### src/rtl/sha1_pkg.sv
// Shared types and constants for the SHA-1 digest block.
package sha1_pkg;

	// Source of the word shifted into the block buffer
	localparam logic [2:0] SRC_IN     = 3'd0;
	localparam logic [2:0] SRC_PAD    = 3'd1;
	localparam logic [2:0] SRC_ZERO   = 3'd2;
	localparam logic [2:0] SRC_LEN_HI = 3'd3;
	localparam logic [2:0] SRC_LEN_LO = 3'd4;

	// Round bookkeeping
	localparam logic [6:0] ROUND_LAST = 7'd79;
	localparam logic [6:0] ROUND_F1   = 7'd20;
	localparam logic [6:0] ROUND_F2   = 7'd40;
	localparam logic [6:0] ROUND_F3   = 7'd60;

	// Round constants
	localparam logic [31:0] K0 = 32'h5a827999;
	localparam logic [31:0] K1 = 32'h6ed9eba1;
	localparam logic [31:0] K2 = 32'h8f1bbcdc;
	localparam logic [31:0] K3 = 32'hca62c1d6;

	// Initial hash values
	localparam logic [31:0] H0_INIT = 32'h67452301;
	localparam logic [31:0] H1_INIT = 32'hefcdab89;
	localparam logic [31:0] H2_INIT = 32'h98badcfe;
	localparam logic [31:0] H3_INIT = 32'h10325476;
	localparam logic [31:0] H4_INIT = 32'hc3d2e1f0;

	// Padding marker word
	localparam logic [31:0] PAD_WORD = 32'h80000000;

	localparam logic [2:0] LAST_DIGEST_IDX = 3'd4;

	// Commands from the controller to the datapath
	typedef struct packed {
		logic       push;      // shift a word into the block buffer
		logic [2:0] src;       // which word to shift in
		logic       count_en;  // add the accepted beat to the bit count
		logic       init_wv;   // load working variables from the hash
		logic       round_en;  // run one compression round
		logic [6:0] round;     // round number 0..79
		logic       add_hash;  // fold working variables into the hash
		logic       clear;     // restore initial hash and zero the count
		logic [2:0] out_idx;   // digest word on the output
	} sha1_cmd_t;

endpackage

### src/rtl/sha1_ctrl.sv
// Controller: sequencing of word loads, padding, rounds and digest beats.
module sha1_ctrl
	import sha1_pkg::*;
(
	input  logic       clk,
	input  logic       arst_n,
	input  logic       s_tvalid,
	output logic       s_tready,
	input  logic       s_tlast,
	input  logic [2:0] s_tuser,
	output logic       m_tvalid,
	input  logic       m_tready,
	output logic       m_tlast,
	output logic [2:0] m_tuser,
	output sha1_cmd_t  cmd
);

	localparam logic [2:0] ST_IDLE  = 3'd0;
	localparam logic [2:0] ST_PAD   = 3'd1;
	localparam logic [2:0] ST_LENLO = 3'd2;
	localparam logic [2:0] ST_COMP  = 3'd3;
	localparam logic [2:0] ST_ADD   = 3'd4;
	localparam logic [2:0] ST_OUT   = 3'd5;

	localparam logic [3:0] POS_LEN  = 4'd14;
	localparam logic [3:0] POS_FULL = 4'd15;

	logic [2:0] state_q, state_d;
	logic [2:0] ret_q, ret_d;
	logic [3:0] pos_q;
	logic [6:0] round_q, round_d;
	logic [2:0] idx_q, idx_d;
	logic       pad80_q, pad80_d;
	logic       in_beat;

	assign s_tready = (state_q == ST_IDLE);
	assign in_beat  = s_tvalid && s_tready;
	assign m_tvalid = (state_q == ST_OUT);
	assign m_tuser  = idx_q;
	assign m_tlast  = (idx_q == LAST_DIGEST_IDX);

	// Next state and commands
	always_comb begin
		state_d      = state_q;
		ret_d        = ret_q;
		round_d      = round_q;
		idx_d        = idx_q;
		pad80_d      = pad80_q;
		cmd          = '0;
		cmd.src      = SRC_IN;
		cmd.round    = round_q;
		cmd.out_idx  = idx_q;
		case (state_q)
			ST_IDLE: begin
				if (in_beat) begin
					cmd.push     = 1'b1;
					cmd.count_en = 1'b1;
					if (s_tlast) begin
						pad80_d = (s_tuser >= 3'd4);
						ret_d   = ST_PAD;
						state_d = ST_PAD;
					end else begin
						ret_d = ST_IDLE;
					end
					if (pos_q == POS_FULL) begin
						state_d = ST_COMP;
					end
				end
			end
			ST_PAD: begin
				cmd.push = 1'b1;
				ret_d    = ST_PAD;
				if (pad80_q) begin
					cmd.src = SRC_PAD;
					pad80_d = 1'b0;
				end else if (pos_q == POS_LEN) begin
					cmd.src = SRC_LEN_HI;
					state_d = ST_LENLO;
				end else begin
					cmd.src = SRC_ZERO;
				end
				if (pos_q == POS_FULL) begin
					state_d = ST_COMP;
				end
			end
			ST_LENLO: begin
				cmd.push = 1'b1;
				cmd.src  = SRC_LEN_LO;
				ret_d    = ST_OUT;
				state_d  = ST_COMP;
			end
			ST_COMP: begin
				cmd.round_en = 1'b1;
				if (round_q == ROUND_LAST) begin
					round_d = '0;
					state_d = ST_ADD;
				end else begin
					round_d = round_q + 7'd1;
				end
			end
			ST_ADD: begin
				cmd.add_hash = 1'b1;
				state_d      = ret_q;
			end
			ST_OUT: begin
				if (m_tready) begin
					if (idx_q == LAST_DIGEST_IDX) begin
						cmd.clear = 1'b1;
						idx_d     = '0;
						state_d   = ST_IDLE;
					end else begin
						idx_d = idx_q + 3'd1;
					end
				end
			end
			default: begin
				state_d = ST_IDLE;
			end
		endcase
		// Load working variables as the sixteenth word of a block goes in
		cmd.init_wv = cmd.push && (pos_q == POS_FULL);
	end

	// Control registers
	always_ff @(posedge clk or negedge arst_n) begin
		if (!arst_n) begin
			state_q <= ST_IDLE;
			ret_q   <= ST_IDLE;
			pos_q   <= '0;
			round_q <= '0;
			idx_q   <= '0;
			pad80_q <= 1'b0;
		end else begin
			state_q <= state_d;
			ret_q   <= ret_d;
			round_q <= round_d;
			idx_q   <= idx_d;
			pad80_q <= pad80_d;
			if (cmd.push) begin
				pos_q <= pos_q + 4'd1;
			end
		end
	end

endmodule

### src/rtl/sha1_dp.sv
// Datapath: block buffer, message schedule, round unit, hash and bit count.
module sha1_dp
	import sha1_pkg::*;
(
	input  logic        clk,
	input  logic        arst_n,
	input  logic [31:0] s_tdata,
	input  logic [2:0]  s_tuser,
	input  logic        s_tlast,
	input  sha1_cmd_t   cmd,
	output logic [31:0] m_tdata
);

	logic [31:0] w_q [16];
	logic [31:0] h_q [5];
	logic [31:0] a_q, b_q, c_q, d_q, e_q;
	logic [63:0] bits_q;

	logic [31:0] in_word, push_word, sched_x, sched_word, f_val, k_val, t_val;
	logic [6:0]  bits_inc;

	// Trim and pad the incoming beat
	always_comb begin
		in_word  = s_tdata;
		bits_inc = 7'd32;
		if (s_tlast) begin
			case (s_tuser)
				3'd0: begin
					in_word  = PAD_WORD;
					bits_inc = 7'd0;
				end
				3'd1: begin
					in_word  = {s_tdata[31:24], 24'h800000};
					bits_inc = 7'd8;
				end
				3'd2: begin
					in_word  = {s_tdata[31:16], 16'h8000};
					bits_inc = 7'd16;
				end
				3'd3: begin
					in_word  = {s_tdata[31:8], 8'h80};
					bits_inc = 7'd24;
				end
				default: begin
					in_word  = s_tdata;
					bits_inc = 7'd32;
				end
			endcase
		end
	end

	// Select the word entering the buffer
	always_comb begin
		case (cmd.src)
			SRC_IN:     push_word = in_word;
			SRC_PAD:    push_word = PAD_WORD;
			SRC_LEN_HI: push_word = bits_q[63:32];
			SRC_LEN_LO: push_word = bits_q[31:0];
			default:    push_word = '0;
		endcase
	end

	// Schedule: w_q[0] is the word of the current round
	assign sched_x    = w_q[13] ^ w_q[8] ^ w_q[2] ^ w_q[0];
	assign sched_word = {sched_x[30:0], sched_x[31]};

	// Round function and constant
	always_comb begin
		if (cmd.round < ROUND_F1) begin
			f_val = (b_q & c_q) ^ (~b_q & d_q);
			k_val = K0;
		end else if (cmd.round < ROUND_F2) begin
			f_val = b_q ^ c_q ^ d_q;
			k_val = K1;
		end else if (cmd.round < ROUND_F3) begin
			f_val = (b_q & c_q) ^ (b_q & d_q) ^ (c_q & d_q);
			k_val = K2;
		end else begin
			f_val = b_q ^ c_q ^ d_q;
			k_val = K3;
		end
	end

	assign t_val = {a_q[26:0], a_q[31:27]} + f_val + e_q + k_val + w_q[0];

	// Shift the buffer on a load or a round
	always_ff @(posedge clk) begin
		if (cmd.push || cmd.round_en) begin
			for (int i = 0; i < 15; i++) begin
				w_q[i] <= w_q[i + 1];
			end
			w_q[15] <= cmd.push ? push_word : sched_word;
		end
	end

	// Working variables
	always_ff @(posedge clk) begin
		if (cmd.init_wv) begin
			a_q <= h_q[0];
			b_q <= h_q[1];
			c_q <= h_q[2];
			d_q <= h_q[3];
			e_q <= h_q[4];
		end else if (cmd.round_en) begin
			a_q <= t_val;
			b_q <= a_q;
			c_q <= {b_q[1:0], b_q[31:2]};
			d_q <= c_q;
			e_q <= d_q;
		end
	end

	// Chaining hash and bit count
	always_ff @(posedge clk or negedge arst_n) begin
		if (!arst_n) begin
			h_q[0] <= H0_INIT;
			h_q[1] <= H1_INIT;
			h_q[2] <= H2_INIT;
			h_q[3] <= H3_INIT;
			h_q[4] <= H4_INIT;
			bits_q <= '0;
		end else if (cmd.clear) begin
			h_q[0] <= H0_INIT;
			h_q[1] <= H1_INIT;
			h_q[2] <= H2_INIT;
			h_q[3] <= H3_INIT;
			h_q[4] <= H4_INIT;
			bits_q <= '0;
		end else begin
			if (cmd.add_hash) begin
				h_q[0] <= h_q[0] + a_q;
				h_q[1] <= h_q[1] + b_q;
				h_q[2] <= h_q[2] + c_q;
				h_q[3] <= h_q[3] + d_q;
				h_q[4] <= h_q[4] + e_q;
			end
			if (cmd.count_en) begin
				bits_q <= bits_q + {57'd0, bits_inc};
			end
		end
	end

	// Digest word out
	always_comb begin
		case (cmd.out_idx)
			3'd0:    m_tdata = h_q[0];
			3'd1:    m_tdata = h_q[1];
			3'd2:    m_tdata = h_q[2];
			3'd3:    m_tdata = h_q[3];
			default: m_tdata = h_q[4];
		endcase
	end

endmodule

### src/rtl/sha1_digest.sv
// Top level of the SHA-1 digest block: controller and datapath.
//
//  channel  dir  handshake          payload
//  s_*      in   s_tvalid/s_tready  data_word, valid_bytes, end_of_message
//  m_*      out  m_tvalid/m_tready  digest_word, word_index, final_word
//
// Each sixteenth word starts 80 rounds plus a hash add, all run by the
// single shared round unit, before the next word is taken. The final beat
// adds one padding word after another (up to 18, with a second compression
// when the length no longer fits) and then five digest beats.
// Input is not taken during rounds, padding or digest output.
// Reset loads the initial hash and zeroes the bit count at once; digest beats
// hold while m_tready is low.
module sha1_digest
	import sha1_pkg::*;
(
	input  logic        clk,
	input  logic        arst_n,
	input  logic        s_tvalid,
	output logic        s_tready,
	input  logic [31:0] s_tdata,   // [31:0] data_word
	input  logic [2:0]  s_tuser,   // [2:0] valid_bytes
	input  logic        s_tlast,   // end_of_message
	output logic        m_tvalid,
	input  logic        m_tready,
	output logic [31:0] m_tdata,   // [31:0] digest_word
	output logic [2:0]  m_tuser,   // [2:0] word_index
	output logic        m_tlast    // final_word
);

	sha1_cmd_t cmd;

	sha1_ctrl u_ctrl (
		.clk      (clk),
		.arst_n   (arst_n),
		.s_tvalid (s_tvalid),
		.s_tready (s_tready),
		.s_tlast  (s_tlast),
		.s_tuser  (s_tuser),
		.m_tvalid (m_tvalid),
		.m_tready (m_tready),
		.m_tlast  (m_tlast),
		.m_tuser  (m_tuser),
		.cmd      (cmd)
	);

	sha1_dp u_dp (
		.clk     (clk),
		.arst_n  (arst_n),
		.s_tdata (s_tdata),
		.s_tuser (s_tuser),
		.s_tlast (s_tlast),
		.cmd     (cmd),
		.m_tdata (m_tdata)
	);

endmodule
### config.mk
export PLATFORM = sky130hd
export DESIGN_NAME = sha1_digest
export DESIGN_NICKNAME = d
export VERILOG_FILES = /design/src/rtl/sha1_pkg.sv /design/src/rtl/sha1_ctrl.sv /design/src/rtl/sha1_dp.sv /design/src/rtl/sha1_digest.sv
export SDC_FILE = /design/constraint.sdc
export NUM_CORES = 2
export LEC_CHECK = 0
export BUFFER_PORTS_ARGS = -buffer_cell sky130_fd_sc_hd__buf_4
export CELL_PAD_IN_SITES_DETAIL_PLACEMENT = 0
export CELL_PAD_IN_SITES_GLOBAL_PLACEMENT = 1
export CORE_ASPECT_RATIO = 0.6
export CORE_MARGIN = 2
export CORE_UTILIZATION = 47
export DETAILED_ROUTE_END_ITERATION = 7
export GPL_ROUTABILITY_DRIVEN = 0
export GPL_TIMING_DRIVEN = 0
export PLACE_DENSITY_LB_ADDON = 0.1
export SYNTH_ARGS = -nofsm -noshare
export SYNTH_HDL_FRONTEND = slang
export SYNTH_SLANG_ARGS = --single-unit
### constraint.sdc
create_clock -name clk -period 24.7 [get_ports clk]
set_input_delay 1.235 -clock clk [delete_from_list [all_inputs] [get_ports clk]]
set_output_delay 1.235 -clock clk [all_outputs]
set_load 0.02 [all_outputs]
==> results.toml <==
[cts]
cts_sinks = 913
root_buffer = "clkbuf_16"
postCtsSetupBuffers = 0
cts_max_level = 3
numCtsBuffers = 86
cts.repair.resized = 0
clk_latency_ps = 720
ctsHoldBuffers = 0
clk_pin_slew_ps = 70
cts.path.max_buffers = 3
cts_tree = "built"

[floorplan]
coreArea_sq_mm = 0.100
std_cell_rows = 90
die-area_sq_mm = 0.103
die_x_um = 413
die_h_um = 250
pin_count = 78
start_util = 0.472

[critical_path]
endpoint_kind = "flop"
arrival_ps = 10770
worst_ep_required_time_ps = 25120
crit_type = "reg2reg"
crit_fanout = 10
cp-start-kind = "flop"

[logic_synthesis]
synth_top_cell_area_share = 0.427
synthMuxAreaShare = 0.00723
synth_compound_area_frac = 0.132
synth-xor-area-share = 0.0588
syn_area_sq_mm = 0.0472
synthAdderAreaFrac = 0.107
synth_cells = 4068
synth_area_leaders = "edfxtp_1 43%, dfrtp_1 8.5%, ha_1 5.4%"
ys_seq_area_frac = 0.557
yosys_warnings = 0
syn_area_per_cell_sq_um = 11.6
ys.flop_type = "edfxtp_1"
ys_async_sr_fraction = 0.264
ys_ff_latch = 913
syn_nets = 4436
yosysTopAreaCell = "edfxtp_1"
synth_top_family_by_area = "compound AO/OA/AOI/OAI gates"
yosysUniqueCellTypes = 94
synth_edf_count = 672
yosys.cell_count.top_type = "edfxtp_1"
synth_simple_gate_area_frac = 0.108
synth_common_cells = "672 x edfxtp_1, 588 x nand2_1, 231 x a21oi_1"

[sta]
post-route-period-util = 0.419
worst_pin_slew_ps = 1520
hold_viol = 0
rsz0062_at_grt = "no"
worst_slack_ps = 14350
fin_setup_tns_ps = 0
finalClockSkew_ps = 48.9
relSlewSlack = -0.0109
drv_slew = 25
max_freq_mhz = 96.6
period_minus_slack_ps = 10350
setup_viol = 0

[final_layout]
drive_gt1_frac = 0.0892
syn_to_final_growth_pct = 12.1
fin_cells = 5666
final_net_count = 4627

[drt]
drtAntennaViolNets = 0
first_iter_violations = 4475
post_drt_wl_per_cell_um = 26.6
firstDrtPassIters = 6
drt-total-wl_mm = 150
detail_route.vias_per_cell = 5.92
num_vias = 33500
drc = 0

[run]
max-cap-violations = 3

[grt]
grt.total_usage = 0.291
grt.overflow.total = 0
grt_antenna_before_repair = 1
grt_pass1_vias = 30800
grt_pass1_wl_mm = 216
grt_max_degree = 96

[placement]
dp_slack_ps = 14820
port_buffers = 77
dp_cells = 5504
place_hpwl_mm = 115

[outcome]
status = "finished, violations left"
violations = "capacitance limit, slew limit"

[min_path]
hold_path.class = "reg2reg"
==> critical path: stages (launching register included) <==
cell and delay (ps):
dfrtp_1 360, clkbuf_1 190, a41oi_1 510, inv_1 490
nor2_1 690, clkinv_1 630, nand2_1 650, clkbuf_1 960
o221a_2 420, fa_1 410, inv_1 80, fa_1 430
fa_1 450, inv_1 70, ha_1 170, inv_1 60
fa_1 400, nor2b_1 120, o21ai_0 120, a21boi_0 500
o21ai_0 430, a21oi_1 430, nor2_1 180, o211ai_1 430
o221ai_1 430, xnor2_1 310, a21oi_1 90
==> worst paths after layout <==
path / slack (ps) / from / cells after the start / end
max in group asynchronous: 23050 / arst_n / 2 / u_dp.h_q[61]
worst min register to register: 400 / u_dp.w_q[0][210] / 0 / u_dp.w_q[0][178]
min in group asynchronous: 540 / arst_n / 1 / u_dp.bits_q[35]
worst max register to register: 14350 / u_ctrl.round_q[5] / 26 / u_dp.a_q[31]
worst min-delay path: 400 / u_dp.w_q[0][210] / 0 / u_dp.w_q[0][178]
worst max-delay path: 14350 / u_ctrl.round_q[5] / 26 / u_dp.a_q[31]
==> cell families after synthesis <==
family,count (synthesis)
DFF,913
adders and majority gates,328
and+or+nand+nor,1156
xor gates and xnor gates,317
muxes,34
buffers and inverters,370
AOI/OAI and AO/OA,950
==> flip-flops by register name (all words and copies together), names as in the netlist, 32 cells and up <==
register	count
u_dp.b_q	32
u_dp.c_q	32
u_dp.a_q	32
u_dp.bits_q	61
u_dp.w_q	512
u_dp.h_q	160
u_dp.e_q	32
u_dp.d_q	32
==> placed cells by master, fill, tap and decap left out, types with 13 or more instances in the layout <==
cell type and count:
a222oi_1 14, and3_1 30, xor2_1 120, nor2b_1 27, o221a_2 22, and2_1 14
buf_1 14, a22o_1 16, a21o_1 82, a211oi_1 15, nand2_1 587, clkbuf_16 87
a31oi_1 49, nor3_1 64, dfrtp_1 161, fa_1 125, nand4_1 19, o21a_1 33
buf_4 79, o31ai_1 16, o21bai_1 20, edfxtp_1 672, o211ai_1 13, nand3_1 95
o21ai_0 216, inv_1 224, ha_1 203, dfstp_2 80, nor2_1 222, clkbuf_1 149
buf_12 14, or3_1 22, a21oi_1 231, nand2b_1 27, mux2i_1 33, xnor2_1 197
a22oi_1 67, o22ai_1 39
==> through the flow <==
| stage | util | hold WS [ps] | area, sq um |
|---|---|---|---|
| after global routing | 0.529 | 411 | 53000 |
| after detailed placement | 0.500 | 405 | 50100 |
| final | 0.529 | 404 | 53000 |
| after floorplan | - | 400 | 47200 |
| after CTS | 0.529 | 400 | 53000 |
| after global placement | 0.494 | 400 | 49500 |
==> layout make-up <==
| cell class | count | area (sq um) |
|---|---|---|
| fill | 8766 | 47100 |
| sequential | 913 | 26300 |
| multi-input combinational | 2785 | 19500 |
| clock buffer | 120 | 2360 |
| tap | 1334 | 1670 |
| timing repair buffer | 103 | 1140 |
| inverter | 225 | 845 |
| buffer | 145 | 576 |
| clock inverter | 38 | 531 |
| antenna | 3 | 7.51 |
==> routing by layer <==
metal,GRT usage,wire [um]
met1,0.495,75300
met2,0.354,55200
met3,0.0888,17700
met4,0.0505,2300
met5,0,0
Power is left out: the tool's default activity adds up to more than one toggle a clock period on the data nets, which glitch-free logic cannot reach.
